<file path="config.mk">
export PLATFORM = sky130hd
export DESIGN_NAME = best_phi_segment_match_unit
export DESIGN_NICKNAME = d
export VERILOG_FILES = /design/src/sv/bpsm_pkg.sv /design/src/sv/bpsm_cell.sv /design/src/sv/best_phi_segment_match_unit.sv
export SDC_FILE = /design/constraint.sdc
export NUM_CORES = 2
export LEC_CHECK = 0
export ABC_AREA = 1
export BUFFER_PORTS_ARGS = -buffer_cell sky130_fd_sc_hd__buf_2
export CORE_MARGIN = 3
export CORE_UTILIZATION = 30
export CTS_BUF_LIST = sky130_fd_sc_hd__clkbuf_4 sky130_fd_sc_hd__clkbuf_8 sky130_fd_sc_hd__clkbuf_16
export CTS_CLUSTER_SIZE = 14
export DETAILED_ROUTE_END_ITERATION = 6
export SETUP_SLACK_MARGIN = 0.1
export SLEW_MARGIN = 10
export SYNTH_ARGS = -nofsm -noshare
export SYNTH_HDL_FRONTEND = slang
export SYNTH_SLANG_ARGS = --single-unit
</file>
<file path="constraint.sdc">
create_clock -name clk_i -period 5.7 [get_ports clk_i]
set_input_delay 1.14 -clock clk_i [delete_from_list [all_inputs] [get_ports clk_i]]
set_output_delay 1.14 -clock clk_i [all_outputs]
set_load 0.02 [all_outputs]
</file>
<file path="src/sv/bpsm_pkg.sv">
// Shared constants, types and phi helpers for the best phi segment match unit.
package bpsm_pkg;

  localparam int HISTORY_DEPTH      = 3;
  localparam int CHAMBERS           = 3;
  localparam int SEGS_PER_CHAMBER   = 2;
  localparam int PHI_BITS           = 13;
  localparam int PAT_PHI_BITS       = 8;
  localparam int THETA_BITS         = 7;
  localparam int THETAS_PER_CHAMBER = 2;

  localparam int NCELL     = HISTORY_DEPTH * CHAMBERS;
  localparam int HIST_W    = 2;
  localparam int CHAM_W    = 2;
  localparam int PATTERN_W = 4;
  localparam int QUAL_W    = 6;
  localparam int MASK_W    = 2;
  localparam int DIFF_W    = 5;

  localparam logic [DIFF_W-1:0] DIFF_LIMIT = 5'd7;
  localparam logic [DIFF_W-1:0] DIFF_NONE  = 5'd15;
  localparam logic [DIFF_W-1:0] DIFF_START = 5'd16;

  typedef struct packed {
    logic [HIST_W-1:0]     hist;
    logic [CHAM_W-1:0]     cham;
    logic                  seg;
    logic [PHI_BITS-1:0]   phi;
    logic                  valid;
    logic [THETA_BITS-1:0] theta;
    logic [PATTERN_W-1:0]  pattern;
  } load_t;

  typedef struct packed {
    logic [PAT_PHI_BITS-1:0] pat;
    logic                    pat_ok;
    logic [DIFF_W-1:0]       best;
    logic [HIST_W-1:0]       hist;
    logic [CHAM_W-1:0]       cham;
    logic                    seg;
    logic [PHI_BITS-1:0]     phi;
    logic [THETA_BITS-1:0]   theta_first;
    logic [THETA_BITS-1:0]   theta_second;
    logic [PATTERN_W-1:0]    pattern;
    logic [MASK_W-1:0]       vmask;
  } token_t;

  // Align a full phi to the pattern phi precision (drop or pad low bits).
  function automatic logic [PAT_PHI_BITS-1:0] reduce_phi(input logic [PHI_BITS-1:0] phi);
    logic [PHI_BITS+PAT_PHI_BITS-1:0] w;
    w = {phi, {PAT_PHI_BITS{1'b0}}} >> PHI_BITS;
    return w[PAT_PHI_BITS-1:0];
  endfunction

  // Absolute phi distance, saturated to the no-match code beyond the window.
  function automatic logic [DIFF_W-1:0] phi_diff(input logic [PAT_PHI_BITS-1:0] pat,
                                                input logic [PHI_BITS-1:0]     phi);
    logic [PAT_PHI_BITS-1:0] r;
    logic [PAT_PHI_BITS-1:0] a;
    r = reduce_phi(phi);
    a = (pat > r) ? (pat - r) : (r - pat);
    if (a > PAT_PHI_BITS'(DIFF_LIMIT)) begin
      return DIFF_NONE;
    end
    return DIFF_W'(a);
  endfunction

endpackage

</file>
<file path="src/sv/bpsm_cell.sv">
// One chamber cell: holds its segments and thetas, updates the passing best-match token.
module bpsm_cell (
  input  logic                          clk_i,
  input  logic                          rst_ni,
  input  logic [bpsm_pkg::HIST_W-1:0]   cell_hist_i,
  input  logic [bpsm_pkg::CHAM_W-1:0]   cell_cham_i,
  input  logic                          ld_en_i,
  input  bpsm_pkg::load_t               ld_i,
  input  logic                          tok_vld_i,
  input  bpsm_pkg::token_t              tok_i,
  output logic                          tok_vld_o,
  output bpsm_pkg::token_t              tok_o
);
  import bpsm_pkg::*;

  logic [PHI_BITS-1:0]   phi_q     [SEGS_PER_CHAMBER];
  logic                  valid_q   [SEGS_PER_CHAMBER];
  logic [PATTERN_W-1:0]  pattern_q [SEGS_PER_CHAMBER];
  logic [THETA_BITS-1:0] theta_q   [THETAS_PER_CHAMBER];

  logic                  hit;
  logic [DIFF_W-1:0]     diff      [SEGS_PER_CHAMBER];
  logic [MASK_W-1:0]     vmask;
  token_t                tok_d;
  token_t                tok_q;
  logic                  tok_vld_q;

  assign hit = ld_en_i && (ld_i.hist == cell_hist_i) && (ld_i.cham == cell_cham_i);

  always_ff @(posedge clk_i or negedge rst_ni) begin
    if (!rst_ni) begin
      for (int s = 0; s < SEGS_PER_CHAMBER; s++) begin
        phi_q[s]     <= '0;
        valid_q[s]   <= 1'b0;
        pattern_q[s] <= '0;
      end
      for (int t = 0; t < THETAS_PER_CHAMBER; t++) begin
        theta_q[t] <= '0;
      end
    end else if (hit) begin
      // theta entry is written even when the segment index has no slot
      for (int t = 0; t < THETAS_PER_CHAMBER; t++) begin
        if (ld_i.seg == 1'(t)) begin
          theta_q[t] <= ld_i.theta;
        end
      end
      for (int s = 0; s < SEGS_PER_CHAMBER; s++) begin
        if (ld_i.seg == 1'(s)) begin
          phi_q[s]     <= ld_i.phi;
          valid_q[s]   <= ld_i.valid;
          pattern_q[s] <= ld_i.pattern;
        end
      end
    end
  end

  always_comb begin
    vmask = '0;
    for (int s = 0; s < SEGS_PER_CHAMBER; s++) begin
      vmask[s] = valid_q[s];
      diff[s]  = valid_q[s] ? phi_diff(tok_i.pat, phi_q[s]) : DIFF_NONE;
    end
  end

  // Ties go to the later slot, hence <=.
  always_comb begin
    tok_d = tok_i;
    for (int s = 0; s < SEGS_PER_CHAMBER; s++) begin
      if (diff[s] <= tok_d.best) begin
        tok_d.best         = diff[s];
        tok_d.hist         = cell_hist_i;
        tok_d.cham         = cell_cham_i;
        tok_d.seg          = 1'(s);
        tok_d.phi          = phi_q[s];
        tok_d.pattern      = pattern_q[s];
        tok_d.theta_first  = theta_q[0];
        tok_d.theta_second = theta_q[1];
        tok_d.vmask        = vmask;
      end
    end
  end

  always_ff @(posedge clk_i or negedge rst_ni) begin
    if (!rst_ni) begin
      tok_vld_q <= 1'b0;
    end else begin
      tok_vld_q <= tok_vld_i;
    end
  end

  always_ff @(posedge clk_i) begin
    if (tok_vld_i) begin
      tok_q <= tok_d;
    end
  end

  assign tok_vld_o = tok_vld_q;
  assign tok_o     = tok_q;

endmodule

</file>
<file path="src/sv/best_phi_segment_match_unit.sv">
// Top level of the best phi segment match unit: input decode, cell chain, result register.
//
// Input channel (in_valid_i / in_stall_o) carries two kinds of beat. A load beat
// (req_type_i = 0) writes one segment slot and its theta into the chamber cell
// addressed by hist_slot_i and chamber_slot_i; it gives no result. An address
// beyond the stored chambers is dropped.
// A match beat (req_type_i = 1) launches a token down a chain of NCELL chamber
// cells, one cell per cycle; each cell folds its segments into the running best.
// The match beat is registered into the start token, then passes through the NCELL
// cell registers and into the result register, where the result beat shows.
// One match is in flight at a time, so a new match waits until the token leaves the
// chain, while loads are taken every cycle the chain is empty.
// The output is a register: while a result waits (out_stall_i high) loads are
// still taken, a new match is held off until the result beat goes out.
// Reset clears all stored slots and thetas to zero and empties the chain.
module best_phi_segment_match_unit (
  input  logic                                clk_i,
  input  logic                                rst_ni,
  input  logic                                in_valid_i,
  output logic                                in_stall_o,
  input  logic                                req_type_i,
  input  logic [1:0]                          hist_slot_i,
  input  logic [1:0]                          chamber_slot_i,
  input  logic                                seg_slot_i,
  input  logic [bpsm_pkg::PHI_BITS-1:0]       seg_phi_i,
  input  logic                                seg_valid_i,
  input  logic [bpsm_pkg::THETA_BITS-1:0]     seg_theta_i,
  input  logic [3:0]                          seg_pattern_i,
  input  logic [bpsm_pkg::PAT_PHI_BITS-1:0]   pat_phi_i,
  input  logic [5:0]                          pat_quality_i,
  output logic                                out_valid_o,
  input  logic                                out_stall_i,
  output logic [1:0]                          valid_mask_o,
  output logic [1:0]                          hist_id_o,
  output logic [1:0]                          chamber_id_o,
  output logic                                seg_id_o,
  output logic [bpsm_pkg::PHI_BITS-1:0]       phi_match_o,
  output logic [bpsm_pkg::THETA_BITS-1:0]     theta_first_o,
  output logic [bpsm_pkg::THETA_BITS-1:0]     theta_second_o,
  output logic [3:0]                          pattern_match_o
);
  import bpsm_pkg::*;

  logic              in_take;
  logic              ld_en;
  logic              match_take;
  load_t             ld;
  logic              busy_q;
  logic              st_vld_q;
  token_t            st_d;
  token_t            st_q;
  logic [NCELL:0]    chain_vld;
  token_t            chain_tok [NCELL+1];
  logic              last_vld;
  token_t            last_tok;
  logic              out_valid_q;
  token_t            out_q;
  logic [MASK_W-1:0] out_mask_q;

  assign in_stall_o = busy_q || (out_valid_q && req_type_i);
  assign in_take    = in_valid_i && !in_stall_o;
  assign ld_en      = in_take && !req_type_i;
  assign match_take = in_take && req_type_i;

  assign ld.hist    = hist_slot_i;
  assign ld.cham    = chamber_slot_i;
  assign ld.seg     = seg_slot_i;
  assign ld.phi     = seg_phi_i;
  assign ld.valid   = seg_valid_i;
  assign ld.theta   = seg_theta_i;
  assign ld.pattern = seg_pattern_i;

  always_ff @(posedge clk_i or negedge rst_ni) begin
    if (!rst_ni) begin
      st_vld_q <= 1'b0;
    end else begin
      st_vld_q <= match_take;
    end
  end

  always_comb begin
    st_d        = '0;
    st_d.pat    = pat_phi_i;
    st_d.pat_ok = (pat_quality_i != '0);
    st_d.best   = DIFF_START;
  end

  always_ff @(posedge clk_i) begin
    if (match_take) begin
      st_q <= st_d;
    end
  end

  assign chain_vld[0] = st_vld_q;
  assign chain_tok[0] = st_q;

  for (genvar g = 0; g < NCELL; g++) begin : g_cell
    localparam logic [HIST_W-1:0] CellHist = HIST_W'(g / CHAMBERS);
    localparam logic [CHAM_W-1:0] CellCham = CHAM_W'(g % CHAMBERS);

    bpsm_cell u_cell (
      .clk_i       (clk_i),
      .rst_ni      (rst_ni),
      .cell_hist_i (CellHist),
      .cell_cham_i (CellCham),
      .ld_en_i     (ld_en),
      .ld_i        (ld),
      .tok_vld_i   (chain_vld[g]),
      .tok_i       (chain_tok[g]),
      .tok_vld_o   (chain_vld[g+1]),
      .tok_o       (chain_tok[g+1])
    );
  end

  assign last_vld = chain_vld[NCELL];
  assign last_tok = chain_tok[NCELL];

  always_ff @(posedge clk_i or negedge rst_ni) begin
    if (!rst_ni) begin
      busy_q      <= 1'b0;
      out_valid_q <= 1'b0;
    end else begin
      if (match_take) begin
        busy_q <= 1'b1;
      end else if (last_vld) begin
        busy_q <= 1'b0;
      end
      if (last_vld) begin
        out_valid_q <= 1'b1;
      end else if (out_valid_q && !out_stall_i) begin
        out_valid_q <= 1'b0;
      end
    end
  end

  // Drop the mask for an invalid pattern or when nothing fell in the window.
  always_ff @(posedge clk_i) begin
    if (last_vld) begin
      out_q      <= last_tok;
      out_mask_q <= (last_tok.pat_ok && (last_tok.best != DIFF_NONE)) ? last_tok.vmask : '0;
    end
  end

  assign out_valid_o     = out_valid_q;
  assign valid_mask_o    = out_mask_q;
  assign hist_id_o       = out_q.hist;
  assign chamber_id_o    = out_q.cham;
  assign seg_id_o        = out_q.seg;
  assign phi_match_o     = out_q.phi;
  assign theta_first_o   = out_q.theta_first;
  assign theta_second_o  = out_q.theta_second;
  assign pattern_match_o = out_q.pattern;

  a_single_token: assert property (@(posedge clk_i) disable iff (!rst_ni)
    $onehot0(chain_vld))
    else $error("more than one match token in the cell chain");

  a_busy_blocks_input: assert property (@(posedge clk_i) disable iff (!rst_ni)
    (chain_vld != '0) |-> (busy_q && in_stall_o))
    else $error("input taken while a match token is in flight");

  a_result_from_chain: assert property (@(posedge clk_i) disable iff (!rst_ni)
    $rose(out_valid_q) |-> $past(last_vld))
    else $error("result raised without a token leaving the chain");

  a_busy_ends_with_result: assert property (@(posedge clk_i) disable iff (!rst_ni)
    $fell(busy_q) |-> out_valid_q)
    else $error("match finished without a result beat");

  a_no_result_overrun: assert property (@(posedge clk_i) disable iff (!rst_ni)
    last_vld |-> !out_valid_q)
    else $error("result register overwritten before its beat went out");

endmodule

</file>
# Word-level counts from Yosys, hierarchy flattened
# Cells that the tools add are included.
# Widths: inputs -> output; s select.
dict set report op_classes {
  n_addsub 36
  order_cmp 54
  eq_ne 5
  n_mux 112
  bitwise_logic 1
  reduce_logical 53
}
# op n
set ops {}
lappend ops {{$mux 43} 18}
lappend ops {{$sub 8x8->8} 36}
lappend ops {{$mux 5} 54}
lappend ops {{$gt 8x3->1 const B} 18}
lappend ops {{$gt 8x8->1} 18}
lappend ops {{$mux 8} 18}
lappend ops {{$le 5x5->1} 17}
lappend ops {{$reduce_and 2->1} 18}
lappend ops {{$mux 1} 22}
lappend ops {{$logic_and 1x1->1} 18}
lappend ops {{$reduce_or 2->1} 8}
lappend ops {{$reduce_bool 6->1} 1}
lappend ops {{$le 5x5->1 const B} 1}
lappend ops {{$ne 5x4->1 const B} 1}
lappend ops {{$eq 2x1->1 const B} 2}
lappend ops {{$eq 2x2->1 const B} 2}
lappend ops {{$logic_not 2->1} 2}
lappend ops {{$reduce_bool 2->1} 2}
lappend ops {{$logic_not 1->1} 3}
lappend ops {{$logic_or 1x1->1} 1}
lappend ops {{$not 1->1} 1}
dict set report word_totals {
  regBits 957
  inputBits 49
  elab_cells 449
}

# Longest topological paths before layout
dict set report logic_depth {
  word_depth 10
  depth_mapped 38
}

# Modules after synthesis
# A second synthesis with hierarchy kept.
dict set report hier_totals {
  hier_cells 7104
  area_unflattened_um2 57647.8
}
# mod n_inst cells_each area_each_um2 seq_area_each_um2
set modules_own_cells {}
lappend modules_own_cells {{bpsm_cell (g_cell[1].u_cell ...)} 4 782 6236.0 2837.7}
lappend modules_own_cells {{bpsm_cell (g_cell[6].u_cell)} 1 781 6291.0 2837.7}
lappend modules_own_cells {{bpsm_cell (g_cell[0].u_cell)} 1 773 6287.3 2837.7}
lappend modules_own_cells {{bpsm_cell (g_cell[2].u_cell)} 1 777 6204.7 2837.7}
lappend modules_own_cells {{bpsm_cell (g_cell[7].u_cell)} 1 785 6163.4 2837.7}
lappend modules_own_cells {{bpsm_cell (g_cell[8].u_cell)} 1 785 6157.2 2837.7}
lappend modules_own_cells {best_phi_segment_match_unit 1 75 1600.3 1486.4}

# Least setup slack after synthesis
# Ideal clock, no wire load.
dict set report synth_timing {
  path_kind {register to register}
  startpoint {register g_cell[4].u_cell.tok_q, in the netlist g_cell[4].u_cell.tok_o[44]}
  endpoint {register g_cell[5].u_cell.tok_q, in the netlist g_cell[5].u_cell.tok_o[11], data pin}
  arrival_time_ns 4.601
  t_required_ns 5.448
  slack_ns 0.847
  path_stages_with_launch 35
  period_less_slack_ns 4.853
  cell_sequence {edfxtp_1 > inv_1 > ha_1 > inv_1 > fa_1 > nand2_2 > nand2_4 > nand2_4 > nand2_4 > nand2_4 > nand2_1 > nand2_1 > nand3_2 > nor2_4 > nand2_1 > ha_1 > a21oi_1 > o221ai_1 > nand2_1 > inv_1 > clkbuf_1 > nand2_1 > nand2_1 > ha_1 > nand2_1 > inv_2 > nand3_1 > or2_0 > a32oi_2 > inv_2 > nor2_4 > inv_2 > buf_2 > nand2_1 > nand2_1}
}
# element line
set synth_lines {}
lappend synth_lines {{start: declaration} bpsm_cell.sv:25} ;# token_t tok_q;
lappend synth_lines {{start signal: assignment} bpsm_cell.sv:93} ;# tok_q <= tok_d;
lappend synth_lines {{end signal: assignment} bpsm_cell.sv:93}
lappend synth_lines {{end: declaration} bpsm_cell.sv:25}

==> flow_summary_export.csv <==
group,metric,value,unit
finish,final_area,61700,um2
synthesis,synth_top_family_by_area,"simple AND/OR/NAND/NOR gates",
power,leakagePower,28.3,nW
global_route,grt_usage,0.155,
synthesis,synthAdderAreaFrac,0.0950,
synthesis,synthCells,6439,
timing,setup_tns,0,ns
global_route,grt_pass1_vias,40700,
critical_path,critPathMaxFanout,19,
finish,areaGrowthSynthToFinish,13.5,%
timing,finalMaxSlewViolations,0,
timing,max_slew_margin,0.189,
critical_path,setup.worst_path.end_class,"flop",
floorplan,fp.dieW,432,um
critical_path,critical_path_class,"flop to flop",
timing,period_share,0.936,
critical_path,regToRegSetupSlack,0.37,ns
critical_path,timing.rr.end,"g_cell[6].u_cell.tok_o[7]",
placement,portBuffers,88,
global_route,grt_max_degree,109,
worst_hold_path,hold_end,"g_cell[1].u_cell.tok_vld_o",
finish,nets,7015,
detailed_routing,via_count,43100,
placement,gp_congestion,0.930,
timing,setup_viol,0,
cts,insertion_delay,0.69,ns
cts,htree_num_levels,3,
synthesis,yosys-mux-area-fraction,0,
flow_run,max_cap_violations,0,
finish,drive_gt1_frac,0.106,
synthesis,synth_compound_area_frac,0.114,
placement,dpl_worst_slack,0.0158,ns
critical_path,r2r_cells,33,
critical_path,crit_slowest_cell,"fa_1",
cts,clock-sinks,957,
synthesis,synth_edf_count,495,
detailed_routing,route.antenna.remaining_nets,0,
finish,antennaDiodeCount,0,
timing,setup_ws,0.366,ns
detailed_routing,vias_per_cell,4.78,
cts,clock_path_buffers,3,
synthesis,netlist_top_cells_area,"edfxtp_1, dfrtp_1, nand2_1",
critical_path,regToRegStartpoint,"g_cell[5].u_cell.tok_o[44]",
placement,dpl-instance-area,57500,um2
floorplan,placementRows,155,
worst_hold_path,min_path_cells,0,
floorplan,coreArea,179000,um2
run_status,status,"completed",
timing,min_period,5.33,ns
synthesis,synthXorXnorAreaFrac,0.0142,
power,powerDensity,234,nW/um2
timing,hold_viol_final,0,
synthesis,post_synth_and_or_nand_nor_area_fraction,0.225,
cts,cts.reportedPaths.clkPinSlew,0.07,ns
cts,cts_buffers,92,
synthesis,yosys_warnings,0,
synthesis,yosys.area.top_type_share,0.273,
global_route,antenna_found_initial,16,
power,peakVddDrop,0.263,mV
detailed_routing,wirelength,149000,um
detailed_routing,wl_per_cell,16.6,um
critical_path,path_buf_inv,7,
synthesis,avgSynthCellArea,8.44,um2
synthesis,netlist_area,54400,um2
worst_hold_path,hold_start,"g_cell[0].u_cell.tok_vld_o",
detailed_routing,drtIter0Drc,3985,
floorplan,dieArea,186000,um2
finish,post-route-util,0.344,
detailed_routing,drt_pass1_iterations,6,
cts,ctsHoldBuffers,0,
timing,worst_pin_slew,1.22,ns
cts,cts_tree,"built",
critical_path,cp-start-kind,"flop",
critical_path,cp.arrival,5.77,ns
placement,dpl.hpwl,106000,um
global_route,grt_pass1_wl,231000,um
worst_hold_path,hp-class,"flop to flop",
critical_path,cp.required,6.13,ns
synthesis,ys_seq_elements,957,
floorplan,start_util,0.303,
global_route,grt-ovfl-total,0,
synthesis,synth_area_leader_cell,"edfxtp_1",
power,power,14.4,mW
timing,skew,0.0323,ns
floorplan,ioPinCount,89,
cts,cts_root_buf,"clkbuf_16",
synthesis,yosysSeqAreaShare,0.486,
synthesis,synthFlopType,"edfxtp_1",
timing,rsz0062_at_grt,"false",
critical_path,crit_top_cell,"nand2_1",
floorplan,die_h,432,um
synthesis,async_reset_ff_frac,0.483,
synthesis,yosysUniqueCellTypes,51,
critical_path,path_delay_family,"simple AND/OR/NAND/NOR gates",
timing,fmax,187,MHz
detailed_routing,route.detailed.drc,0,
critical_path,cpPeakStageDelay,0.44,ns
state kept, by name, indices dropped and copies added, names as in the netlist, 7 cells and up:
name                     cells
g_cell.u_cell.tok_o        448
g_cell.u_cell.phi_q        234
g_cell.u_cell.theta_q      126
g_cell.u_cell.pattern_q     72
g_cell.u_cell.valid_q       18
phi_match_o                 13
chain_tok                    9
g_cell.u_cell.tok_vld_o      9
theta_first_o                7
theta_second_o               7
synthesized netlist by cell type, drive strengths merged (20+ instances only):
| library cell | instances |
|---|---|
| a21o | 21 |
| a21oi | 310 |
| buf | 44 |
| clkbuf | 199 |
| dfrtp | 462 |
| edfxtp | 495 |
| fa | 36 |
| ha | 355 |
| inv | 684 |
| nand2 | 2198 |
| nand3 | 291 |
| nand4 | 78 |
| nor2 | 299 |
| o21a | 20 |
| o21ai | 748 |
| or2 | 35 |
| xor2 | 72 |
power breakdown:
part	leakage [nW]	internal [mW]	switching, mW	total, mW
Clock	1.59	3.64	2.78	6.42
Combinational	15.8	0.203	0.524	0.726
Sequential	10.9	7.27	0	7.27
Total	28.3	11.1	3.31	14.4
layout by cell type, fill, tap and decap left out, types with 8 or more instances in the layout:
| cell type | synthesis | final |
|---|---|---|
| nand2_1 | 2135 | 2128 |
| o21ai_0 | 722 | 716 |
| inv_1 | 650 | 638 |
| edfxtp_1 | 495 | 495 |
| dfrtp_1 | 462 | 452 |
| ha_1 | 355 | 339 |
| a21oi_1 | 303 | 296 |
| nand3_1 | 273 | 272 |
| nor2_1 | 260 | 257 |
| buf_4 | 7 | 150 |
| clkbuf_16 | 0 | 96 |
| buf_2 | 37 | 89 |
| nand4_1 | 78 | 78 |
| xor2_1 | 72 | 72 |
| nand2_2 | 49 | 55 |
| fa_1 | 36 | 33 |
| o21ai_1 | 26 | 32 |
| inv_2 | 34 | 28 |
| clkinv_2 | 3 | 27 |
| clkbuf_4 | 0 | 25 |
| nor2_2 | 19 | 22 |
| a21o_1 | 21 | 21 |
| or2_2 | 21 | 21 |
| o21a_1 | 20 | 20 |
| conb_1 | 2 | 19 |
| o21bai_1 | 18 | 18 |
| nor2_4 | 18 | 18 |
| xnor2_1 | 16 | 16 |
| nand3_2 | 15 | 16 |
| ha_2 | 0 | 16 |
| nand2_4 | 14 | 15 |
| clkbuf_8 | 0 | 13 |
| buf_6 | 0 | 13 |
| a21oi_2 | 6 | 12 |
| clkinvlp_4 | 0 | 10 |
| dfrtp_2 | 0 | 10 |
| a21boi_4 | 8 | 8 |
| and2_1 | 8 | 8 |
metrics by stage:
step                std cells  hold slack, ns
floorplan                6456           0.400
global placement         8741           0.393
detailed placement       8741           0.395
CTS                      8923           0.407
global route             9010           0.414
finish                   9010           0.409
metal layers:
layer / share of wire / GRT usage
met1: 0.45 / 0.214
met2: 0.48 / 0.260
met5: 0 / 0
met4: 0.020 / 0.0324
met3: 0.053 / 0.0186
worst max path at each step:
stage / from / end / cells past startpoint
floorplan: g_cell[4].u_cell.tok_o[44] / g_cell[5].u_cell.tok_o[11] / 34
global placement: g_cell[6].u_cell.tok_o[44] / g_cell[7].u_cell.tok_o[34] / 33
detailed placement: g_cell[6].u_cell.tok_o[44] / g_cell[7].u_cell.tok_o[1] / 33
CTS: g_cell[5].u_cell.tok_o[44] / g_cell[6].u_cell.tok_o[7] / 33
global route: g_cell[5].u_cell.tok_o[49] / g_cell[6].u_cell.tok_o[7] / 32
finish: g_cell[5].u_cell.tok_o[44] / g_cell[6].u_cell.tok_o[7] / 33
kinds of logic after synthesis:
kind of cell / count (synthesis)
and+or+nand+nor: 2920
AOI/OAI and AO/OA: 1150
DFF: 957
buffers and inverters: 931
adders and majority gates: 391
xor gates and xnor gates: 88
other: 2
layout make-up:
cell class                      instances  area, um2
Fill cell                           18500     117000
Sequential cell                       957      26400
Multi-Input combinational cell       4568      24600
Tap cell                             2355       2950
Clock buffer                          133       2760
Inverter                              688       2710
Timing Repair Buffer                  259       1830
Clock inverter                         41        434
Timing Repair inverter                  9       45.0
timing repair:
item | 4_1_cts | 5_1_grt
endpoints found under the setup margin | 28 | 315
gates cloned | 0 | 12
pin swaps | 0 | 23
gates resized for setup | 6 | 110
setup buffers | 8 | 75
worst register-to-register path: cells and delay by family, from the launching register on:
family | cells | cell delay (ns)
and+or+nand+nor | 17 | 1.78
AOI/OAI and AO/OA | 4 | 0.72
DFF | 1 | 0.43
adders and majority gates | 4 | 1.13
buffers and inverters | 7 | 0.90
xor gates and xnor gates | 1 | 0.16
No activity file was read; power rests on OpenSTA's default activity.
